`src/rtl/gyro_ema_slew_limiter_assert.svh`:
```
// assertion macros shared by the gyro smoother rtl
`ifndef GYRO_EMA_SLEW_LIMITER_ASSERT_SVH
`define GYRO_EMA_SLEW_LIMITER_ASSERT_SVH

// checked only outside reset
`define GESL_ASSERT(lbl, prop) \
  lbl: assert property (@(posedge clk) disable iff (!rst_n) prop) \
    else $error("gesl assertion failed");

// checked through reset as well
`define GESL_ASSERT_RST(lbl, prop) \
  lbl: assert property (@(posedge clk) prop) \
    else $error("gesl reset assertion failed");

`endif

```
`src/rtl/gesl_pkg.sv`:
```
// package: payload types, config codes and constants for the gyro smoother
package gesl_pkg;

  localparam int unsigned AXES       = 3;
  localparam int unsigned SAMPLE_W   = 16;
  localparam int unsigned FRAC_W     = 16;
  localparam int unsigned STATE_W    = 32;
  localparam int unsigned WEIGHT_W   = 17;
  localparam int unsigned LIMIT_W    = 31;
  localparam int unsigned CFG_DATA_W = 31;
  localparam int unsigned CFG_IDX_W  = 1;
  localparam int unsigned BUF_CNT_W  = 2;

  localparam logic [WEIGHT_W-1:0] ONE_Q16      = 17'h10000;
  localparam logic [WEIGHT_W-1:0] WEIGHT_RESET = 17'h10000;
  localparam logic [LIMIT_W-1:0]  LIMIT_RESET  = 31'h7FFF_FFFF;
  localparam logic [BUF_CNT_W-1:0] BUF_DEPTH   = 2'd2;

  typedef enum logic [CFG_IDX_W-1:0] {
    REG_SMOOTHING_WEIGHT = 1'b0,
    REG_STEP_LIMIT       = 1'b1
  } cfg_reg_t;

  typedef struct packed {
    logic signed [SAMPLE_W-1:0] rate_x;
    logic signed [SAMPLE_W-1:0] rate_y;
    logic signed [SAMPLE_W-1:0] rate_z;
  } in_item_t;

  typedef struct packed {
    logic signed [SAMPLE_W-1:0] smooth_x;
    logic signed [SAMPLE_W-1:0] smooth_y;
    logic signed [SAMPLE_W-1:0] smooth_z;
  } out_item_t;

  // settings every lane sees
  typedef struct packed {
    logic [WEIGHT_W-1:0] weight;
    logic [LIMIT_W-1:0]  limit;
  } lane_cfg_t;

endpackage

```
`src/rtl/gesl_out_buf.sv`:
```
// merge of the lane results and a two-entry output buffer
`include "gyro_ema_slew_limiter_assert.svh"

module gesl_out_buf (
  input  logic                                 clk,
  input  logic                                 rst_n,
  input  logic                                 push,
  input  logic signed [gesl_pkg::SAMPLE_W-1:0] lane_x,
  input  logic signed [gesl_pkg::SAMPLE_W-1:0] lane_y,
  input  logic signed [gesl_pkg::SAMPLE_W-1:0] lane_z,
  output logic                                 full,
  output logic                                 out_valid,
  input  logic                                 out_stall,
  output gesl_pkg::out_item_t                  out_data
);

  gesl_pkg::out_item_t              merged;
  gesl_pkg::out_item_t              slot0_r;
  gesl_pkg::out_item_t              slot1_r;
  logic [gesl_pkg::BUF_CNT_W-1:0]   count_r;
  logic                             pop;

  always_comb begin
    merged.smooth_x = lane_x;
    merged.smooth_y = lane_y;
    merged.smooth_z = lane_z;
  end

  assign full      = (count_r == gesl_pkg::BUF_DEPTH);
  assign out_valid = (count_r != '0);
  assign out_data  = slot0_r;
  assign pop       = out_valid && !out_stall;

  always_ff @(posedge clk) begin
    if (!rst_n) begin
      count_r <= '0;
    end else begin
      unique case ({push, pop})
        2'b10:   count_r <= count_r + 2'd1;
        2'b01:   count_r <= count_r - 2'd1;
        default: count_r <= count_r;
      endcase
    end
  end

  // slot0 is the head; the second slot only fills while the head is stalled
  always_ff @(posedge clk) begin
    unique case ({push, pop})
      2'b11: begin
        if (count_r == 2'd1) begin
          slot0_r <= merged;
        end else begin
          slot0_r <= slot1_r;
          slot1_r <= merged;
        end
      end
      2'b10: begin
        if (count_r == '0) begin
          slot0_r <= merged;
        end else begin
          slot1_r <= merged;
        end
      end
      2'b01: begin
        slot0_r <= slot1_r;
      end
      default: begin
        slot0_r <= slot0_r;
      end
    endcase
  end

  `GESL_ASSERT(a_count_bound, count_r <= gesl_pkg::BUF_DEPTH)
  `GESL_ASSERT(a_push_counts, (push && !pop) |=> (count_r == $past(count_r) + 2'd1))
  `GESL_ASSERT_RST(a_reset_empty, !rst_n |=> (count_r == '0))

endmodule

```
`config.mk`:
```
export PLATFORM = sky130hd
export DESIGN_NAME = gesl_out_buf
export DESIGN_NICKNAME = d
export VERILOG_FILES = /design/src/rtl/gesl_pkg.sv /design/src/rtl/gesl_out_buf.sv
export VERILOG_INCLUDE_DIRS = /design/src /design/src/rtl
export SDC_FILE = /design/constraint.sdc
export NUM_CORES = 1
export LEC_CHECK = 0
export ABC_AREA = 1
export BUFFER_PORTS_ARGS = -buffer_cell sky130_fd_sc_hd__buf_2
export CORE_UTILIZATION = 38
export DETAILED_ROUTE_END_ITERATION = 16
export GPL_TIMING_DRIVEN = 0
export PLACE_DENSITY = 0.65
export SLEW_MARGIN = 20
export SYNTH_ARGS = -nofsm -noshare
export SYNTH_HDL_FRONTEND = slang
export SYNTH_SLANG_ARGS = --single-unit
```
`constraint.sdc`:
```
create_clock -name clk -period 6.5 [get_ports clk]
set_clock_uncertainty 0.2 [all_clocks]
set_input_delay 0.65 -clock clk [delete_from_list [all_inputs] [get_ports clk]]
set_output_delay 0.65 -clock clk [all_outputs]
set_load 0.005 [all_outputs]
```
==> impl_metrics.yaml <==
outcome:
  outcome: "finished, final reports clean"
pwr:
  sw_frac_of_total: 0.318
  switchingPower_mw: 0.663
  power_frac_clock: 0.228
  power.total_mw: 2.09
  intPower_mw: 1.42
  seq_power_share: 0.469
  ir_worst_vdd_v: 0.000173
  power_frac_comb: 0.303
  p_per_area_mw_per_mm2: 363
  p_leak_nw: 2.46
floorplanning:
  io_pins: 102
  start_util: 0.389
  die_height_um: 113
  rows: 40
  die_x_um: 113
  core_mm2: 0.0120
  dieArea_mm2: 0.0127
synth:
  synth_top_family_by_area: "simple AND/OR/NAND/NOR gates"
  synth_compound_area_frac: 0.108
  yosys_register_bits: 98
  postSynthCellCount: 501
  mappedNetlistNets: 560
  synth_xor_area_frac: 0
  ys_types: 19
  yosys.area_share.simple: 0.203
  ys_warn_count: 0
  syn_area_mm2: 0.00467
  synth.area.mux_share: 0
  ys_seq_area_frac: 0.625
  synth_adder_area_share: 0.0187
  syn_avg_cell_area_um2: 9.33
sta:
  setup_viol: 0
  rsz0062_at_grt: "no"
  hold_viol: 0
  drv_slew: 0
  fmax_ghz: 0.336
  tns_ns: 0
  worst_pin_slew_ns: 0.551
  period_minus_slack_ns: 2.98
  slew_headroom: 0.632
  fin_crit_sh: 0.458
clock_tree:
  clkLatencyLatePin_ns: 0.34
  cts_setup_buffers: 0
  cts-root-buf: "clkbuf_16"
  hold_buffers: 0
  cts_tree: "done"
  clkTransAtPathRegs_ns: 0.06
  cts_buffers: 9
  post_cts_resized: 0
  cts_max_level: 3
  clockBufferDepth: 2
  cts_sinks: 98
critical_path:
  r2r_slack_ns: 3.52
  required_ns: 6.35
  endpoint_kind: "flip-flop"
  setup.worst_path.class: "flip-flop to flip-flop"
  arrival_ns: 2.83
  crit_path_max_fanout: 20
  start_kind: "flip-flop"
  slowest_delay_ns: 0.49
  worstPathCellList: "inv_1 -> ha_1 -> nor2_1 -> inv_1 -> ha_1 -> clkbuf_1 -> buf_2 -> nand2_1 -> a21boi_4 -> buf_16"
  slowest_stage: "a21boi_4"
  r2r_cells: 10
layout:
  post-route-cell-area_mm2: 0.00575
  drive_gt1_frac: 0.227
  syn_to_final_growth_pct: 23.0
  final_cell_mix: "nand2_1, buf_2, edfxtp_1"
  final_nets: 676
  fillers: 1142
  seq_area_mm2: 0.00292
  mostFrequentLayoutCell: "nand2_1"
  multi_input_area_mm2: 0.00156
  antenna_cells: 0
placement:
  postPlaceCellArea_mm2: 0.00550
  place.gp.congestion: 0.755
  dpl.hpwl_um: 7880
  port-buffer-count: 101
global_route:
  grt_usage: 0.185
  antenna_found_initial: 0
  gr-total-overflow: 0
  grt_first_pass_wirelength_um: 18200
  grt_max_degree: 27
  first_global_vias: 3843
detailed_routing:
  vias_per_cell: 5.00
  vias: 3839
  drt_iter0_drc: 203
  final_antenna_net_count: 0
  firstDrtPassIters: 5
  routed_wl_um: 11500
  wl_per_cell_um: 15.0
  drc: 0
hold_path:
  hold_path_class: "flip-flop to flip-flop"
  hold-path-cell-count: 2
run:
  cap_violations: 0
## power by group through the flow
stage | Combinational (mW) | Sequential [mW] | Clock, mW
after CTS | 0.643 | 0.979 | 0.485
final | 0.633 | 0.978 | 0.475
after floorplan | 0.316 | 1.02 | 0
after detailed placement | 0.639 | 0.990 | 0
after global routing | 0.707 | 0.993 | 0.516
after global placement | 0.567 | 1.01 | 0
## path summary, 6_finish.rpt
check             start           to
min reg2reg  count_r[0]   count_r[0]
max          count_r[0]  slot1_r[12]
max reg2reg  count_r[0]  slot1_r[12]
min          count_r[0]   count_r[0]
## per-stage QoR
step / util / setup slack (ns) / instances / hold slack, ns
floorplan: - / 1.68 / 501 / 0.272
global placement: 0.447 / 0.0315 / 749 / 0.287
detailed placement: 0.458 / 3.44 / 753 / 0.298
CTS: 0.479 / 3.48 / 768 / 0.300
global route: 0.479 / 3.34 / 768 / 0.300
finish: 0.479 / 3.52 / 768 / 0.307
## critical path, delay by kind of cell, from the launching register on
family	cells	cell delay, ns
buf+inv	5	0.85
compound gates	1	0.49
fa+ha+maj	2	0.42
flops	1	0.38
simple gates	2	0.33
## layout make-up
cell class / instances / area share
Sequential cell: 98 / 0.508
Multi-Input combinational cell: 359 / 0.271
Timing Repair Buffer: 105 / 0.107
Clock buffer: 10 / 0.0398
Tap cell: 147 / 0.0320
Buffer: 31 / 0.0283
Inverter: 13 / 0.00892
Clock inverter: 5 / 0.00392
## state kept, by name, summed over array words and instances, names as in the netlist
register  cells
out_data     48
count_r       2
slot1_r      48
## cells by family (layout without fill, tap and decap cells)
family,after synthesis,count (layout)
buf+inv,44,164
fa+ha+maj,7,7
flops,98,98
simple gates,252,252
compound gates,100,100
## cells in the mapped netlist (all sizes together)
cell type  count  share of area
edfxtp        96           0.62
ha             7          0.019
a21oi          2         0.0021
a21boi         1         0.0016
dfxtp          2         0.0086
nand3          1         0.0011
o21ai         97           0.10
clkbuf        11         0.0091
nand2        201           0.16
nor2          50          0.040
buf           20          0.026
inv           13          0.011
## metal layers
metal	GRT usage	routed length, um	share of wire	vias to the layer above
met5	0	0	0	-
met4	0.0737	159	0.014	0
met3	0.0466	560	0.049	10
met2	0.314	5730	0.50	119
met1	0.228	5040	0.44	1806
li1	-	-	-	1904
(Power assumes the default switching activity.)
