<file path="config.mk">
export PLATFORM = sky130hd
export DESIGN_NAME = gesl_lane
export DESIGN_NICKNAME = d
export VERILOG_FILES = /design/src/rtl/gesl_pkg.sv /design/src/rtl/gesl_lane.sv
export VERILOG_INCLUDE_DIRS = /design/src /design/src/rtl
export SDC_FILE = /design/constraint.sdc
export NUM_CORES = 2
export LEC_CHECK = 0
export ABC_AREA = 1
export BUFFER_PORTS_ARGS = -buffer_cell sky130_fd_sc_hd__buf_2
export CAP_MARGIN = 20
export CORE_MARGIN = 2
export CORE_UTILIZATION = 55
export CTS_BUF_LIST = sky130_fd_sc_hd__clkbuf_16
export DETAILED_ROUTE_END_ITERATION = 6
export HOLD_SLACK_MARGIN = 0.08
export PLACE_DENSITY = 0.72
export SYNTH_ARGS = -nofsm -noshare
export SYNTH_HDL_FRONTEND = slang
export SYNTH_SLANG_ARGS = --single-unit
</file>
<file path="constraint.sdc">
create_clock -name clk -period 17.5 [get_ports clk]
set_clock_uncertainty 0.2 [all_clocks]
set_input_delay 0 -clock clk [delete_from_list [all_inputs] [get_ports clk]]
set_output_delay 0 -clock clk [all_outputs]
set_load 0.05 [all_outputs]
</file>
<file path="src/rtl/gyro_ema_slew_limiter_assert.svh">
// assertion macros shared by the gyro smoother rtl
`ifndef GYRO_EMA_SLEW_LIMITER_ASSERT_SVH
`define GYRO_EMA_SLEW_LIMITER_ASSERT_SVH

// checked only outside reset
`define GESL_ASSERT(lbl, prop) \
  lbl: assert property (@(posedge clk) disable iff (!rst_n) prop) \
    else $error("gesl assertion failed");

// checked through reset as well
`define GESL_ASSERT_RST(lbl, prop) \
  lbl: assert property (@(posedge clk) prop) \
    else $error("gesl reset assertion failed");

`endif

</file>
<file path="src/rtl/gesl_pkg.sv">
// package: payload types, config codes and constants for the gyro smoother
package gesl_pkg;

  localparam int unsigned AXES       = 3;
  localparam int unsigned SAMPLE_W   = 16;
  localparam int unsigned FRAC_W     = 16;
  localparam int unsigned STATE_W    = 32;
  localparam int unsigned WEIGHT_W   = 17;
  localparam int unsigned LIMIT_W    = 31;
  localparam int unsigned CFG_DATA_W = 31;
  localparam int unsigned CFG_IDX_W  = 1;
  localparam int unsigned BUF_CNT_W  = 2;

  localparam logic [WEIGHT_W-1:0] ONE_Q16      = 17'h10000;
  localparam logic [WEIGHT_W-1:0] WEIGHT_RESET = 17'h10000;
  localparam logic [LIMIT_W-1:0]  LIMIT_RESET  = 31'h7FFF_FFFF;
  localparam logic [BUF_CNT_W-1:0] BUF_DEPTH   = 2'd2;

  typedef enum logic [CFG_IDX_W-1:0] {
    REG_SMOOTHING_WEIGHT = 1'b0,
    REG_STEP_LIMIT       = 1'b1
  } cfg_reg_t;

  typedef struct packed {
    logic signed [SAMPLE_W-1:0] rate_x;
    logic signed [SAMPLE_W-1:0] rate_y;
    logic signed [SAMPLE_W-1:0] rate_z;
  } in_item_t;

  typedef struct packed {
    logic signed [SAMPLE_W-1:0] smooth_x;
    logic signed [SAMPLE_W-1:0] smooth_y;
    logic signed [SAMPLE_W-1:0] smooth_z;
  } out_item_t;

  // settings every lane sees
  typedef struct packed {
    logic [WEIGHT_W-1:0] weight;
    logic [LIMIT_W-1:0]  limit;
  } lane_cfg_t;

endpackage

</file>
<file path="src/rtl/gesl_lane.sv">
// one axis: ema blend, slew clamp and filter state register
`include "gyro_ema_slew_limiter_assert.svh"

module gesl_lane (
  input  logic                                 clk,
  input  logic                                 rst_n,
  input  logic                                 accept,
  input  gesl_pkg::lane_cfg_t                  cfg,
  input  logic signed [gesl_pkg::SAMPLE_W-1:0] sample,
  output logic signed [gesl_pkg::SAMPLE_W-1:0] smooth
);

  logic signed [gesl_pkg::STATE_W-1:0]   filt_r;
  logic signed [gesl_pkg::STATE_W-1:0]   filt_nxt;
  logic signed [gesl_pkg::STATE_W-1:0]   samp_q;
  logic signed [gesl_pkg::STATE_W:0]     diff;
  logic signed [gesl_pkg::STATE_W+gesl_pkg::WEIGHT_W+1:0] prod;
  logic signed [gesl_pkg::STATE_W:0]     blend;
  logic signed [gesl_pkg::STATE_W:0]     lim_pos;
  logic signed [gesl_pkg::STATE_W:0]     lim_neg;
  logic signed [gesl_pkg::STATE_W:0]     step;
  logic signed [gesl_pkg::STATE_W:0]     sum;
  logic signed [gesl_pkg::STATE_W-1:0]   rnd;

  assign samp_q = {sample, {gesl_pkg::FRAC_W{1'b0}}};
  assign diff   = {samp_q[gesl_pkg::STATE_W-1], samp_q} - {filt_r[gesl_pkg::STATE_W-1], filt_r};
  // weight at most one, so the scaled difference never outgrows diff
  assign prod   = diff * $signed({1'b0, cfg.weight});
  assign blend  = prod[gesl_pkg::STATE_W+gesl_pkg::FRAC_W:gesl_pkg::FRAC_W];

  assign lim_pos = {2'b00, cfg.limit};
  assign lim_neg = -lim_pos;

  always_comb begin
    priority if (blend > lim_pos) begin
      step = lim_pos;
    end else if (blend < lim_neg) begin
      step = lim_neg;
    end else begin
      step = blend;
    end
  end

  assign sum      = {filt_r[gesl_pkg::STATE_W-1], filt_r} + step;
  assign filt_nxt = sum[gesl_pkg::STATE_W-1:0];

  // truncate toward zero: bias negatives by one lsb short of an integer
  assign rnd    = filt_nxt + (filt_nxt[gesl_pkg::STATE_W-1] ? 32'sh0000_FFFF : 32'sh0);
  assign smooth = rnd[gesl_pkg::STATE_W-1:gesl_pkg::FRAC_W];

  always_ff @(posedge clk) begin
    if (!rst_n) begin
      filt_r <= '0;
    end else if (accept) begin
      filt_r <= filt_nxt;
    end
  end

  `GESL_ASSERT(a_hold_when_idle, !accept |=> $stable(filt_r))
  `GESL_ASSERT(a_zero_limit_holds, (accept && (cfg.limit == '0)) |=> $stable(filt_r))
  `GESL_ASSERT_RST(a_reset_clears, !rst_n |=> (filt_r == '0))

endmodule

</file>
==> results.md <==
- Crit Path Max Fanout: 32
- Site row count: 81
- Largest Register: filt_r
- Worst-skew pair later-pin latency: 0.30 ns
- Die width: 227 um
- Syn Area/Cell: 7.13 um2
- Flops & latches, synth: 32
- Final setup fails: 0
- Tcrit/Tclk final: 92.4%
- Mapped Nets: 4665
- Most used cell, CP: nand2_1
- Slew @ Worst Pin: 1.06 ns
- Largest regs: filt_r: 32 flops
- Final nets: 4679
- DRC violations left: 0
- GRT Total Usage: 32.8%
- Share of cells above drive strength 1: 6.06%
- Synth async-reset ratio: 0%
- Ports: 83
- M2 GR Usage: 55.5%
- Gpl congestion: 1.05
- Port bufs: 82
- Worst Setup EP: smooth[12]
- Slew headroom: 29.0%
- Setup TNS Final: 0 ns
- Setup crit end kind: output pin
- Synth cell types: 64
- CTS tree: built
- Data required, critical path: 17.30 ns
- Worst-path clk slew: 0.07 ns
- HP Class: input pin to flop
- Met3 usage: 4.62%
- Post-synth EDFFs: 0
- Die area: 51600 um2
- Critical Path Source: filt_r[1]
- CP Launch Type: flop
- Yosys warning count: 0
- Vias: 24446
- Seq/Total Area, Yosys: 2.34%
- Critical path arrival: 15.97 ns
- Reg2reg path depth: 78
- Hold slack final: 0.233 ns
- Status: finished, final reports clean
- Num CTS Buffers: 5
- Slew Limit Fails: 0
- Vias in the first global route: 24500
- H-tree depth: 2
- Final hold viol count: 0
- Crit path time final: 16.17 ns
- Initial DRC count: 1985
- FILL cells: 4774
- Root buffer cell: clkbuf_16
- Vias per inst: 5.40
- F_max: 61.8 MHz
- Core Region: 49100 um2
- Post-Synthesis Cells: 3845
- Number of flip-flops in the largest register: 32
- Synth-to-layout area growth: 4.29%
- Setup slack, reg-to-reg: 2.37 ns
- First-pass GRT wire length: 131000 um
- DR WL/cell: 18.1 um
- Largest net degree at the start of global routing: 56
- Mapped cell area: 27400 um2
- Worst path max stage delay: 0.60 ns
- Die Y: 227 um
- Longest Clk Path Bufs: 2
- Drt pass-1 iters: 6
- Detail Placement HPWL: 70500 um
- Initial core utilization: 55.9%
- Max cap viols: 0
- Antenna Nets Post-Route: 0
- Capture point of the worst reg-to-reg path: filt_r[28]
- Most used routing layer: met2
- CTS sink cnt: 32
- GRT Residual Overflow: 0
- RSZ-0062 raised after global routing: false
- Initial antenna violation count: 0
- Critical path class: flop to output pin
- Worst r2r src: filt_r[1]
- Grt met1 use: 43.3%
- Antenna Cells: 0
- Dominant synthesized flop cell: dfxtp_1
- CP max-delay cell: xor2_1
- DRT Wirelength: 81900 um
[kinds of logic (layout without fill, tap and decap cells)]
family / after synthesis / after routing / share of synthesized area [%]
AOI/OAI and AO/OA: 375 / 375 / 7.53
adders and majority gates: 753 / 753 / 48.6
xor gates and xnor gates: 119 / 119 / 3.89
DFF: 32 / 32 / 2.34
buffers and inverters: 1127 / 1142 / 15.7
and+or+nand+nor: 1439 / 1439 / 21.9
[synthesized netlist by cell type (all sizes together), types with 6 or more instances]
cell type	count	area [um2]
inv	1012	3800
nand2	800	3070
fa	518	10400
nor2	436	1740
ha	235	2940
a21oi	180	905
o21ai	138	724
nand3	97	521
clkbuf	86	323
xor2	77	689
nand4	49	328
xnor2	42	375
dfxtp	32	641
nor3	26	156
nor4	12	75.1
buf	11	83.8
clkinv	11	41.3
or2	10	65.1
o211ai	9	67.6
o21bai	8	60.1
a21o	6	45.0
a31oi	6	37.5
[layout make-up]
cell class	instances	area [um2]	share of cell area, %
multi-input cells	2686	22500	78.7
inverters	1023	3840	13.5
well taps	664	831	2.91
flip-flops and latches	32	641	2.24
repair buffers	111	638	2.23
clock buffers	5	125	0.438
clock inverters	3	18.8	0.0657
[through the flow]
stage          area (um2)  instances  utilization, %  setup WS [ns]
2_1_floorplan       27400       3845               -           3.63
3_3_place_gp        28300       4510            57.8           1.85
3_5_place_dp        28300       4510            57.8           1.52
4_1_cts             28500       4522            58.2           1.18
5_1_grt             28600       4524            58.3         0.0141
6_report            28600       4524            58.3           1.33
[placed cells by master, fill, tap and decap left out, types with 71 or more instances in the layout]
cell / netlist / layout
nor2_1: 402 / 402
fa_1: 518 / 518
ha_1: 235 / 235
o21ai_0: 120 / 120
nand2_1: 780 / 780
inv_1: 985 / 984
a21oi_1: 179 / 179
xor2_1: 75 / 71
buf_2: 4 / 82
nand3_1: 90 / 90
[worst max-delay path, delay by kind of cell (launching register included)]
family          cells  cell delay, ns
simple gates       50            5.11
xor+xnor            3            1.16
flops               1            0.37
compound gates     15            2.91
fa+ha+maj          10            4.20
buf+inv            14            1.94
[what timing repair did]
action	4_1_cts	5_1_grt
endpoints found under the hold margin	7	0
buffers inserted	0	2
hold buffers	4	0
gates resized for setup	0	6
setup endpoints to repair	0	16
[routing by layer]
layer	vias to the layer above	part of all wire, %
li1	11407	-
met1	11745	40
met2	1080	47
met3	214	8.1
met4	0	4.1
met5	-	0
[worst min path at each step]
stage | slack [ns] | startpoint | cells after the start | end
after floorplan | -0.06 | rst_n | 2 | filt_r[0]
after global placement | 0.14 | rst_n | 3 | filt_r[4]
after detailed placement | 0.14 | rst_n | 3 | filt_r[4]
after CTS | 0.22 | cfg[3] | 7 | filt_r[3]
after global routing | 0.31 | cfg[3] | 7 | filt_r[3]
final | 0.23 | cfg[3] | 7 | filt_r[3]
Power is not shown: default switching activity piles up to over one toggle a cycle in this logic, so the estimate is an artifact.
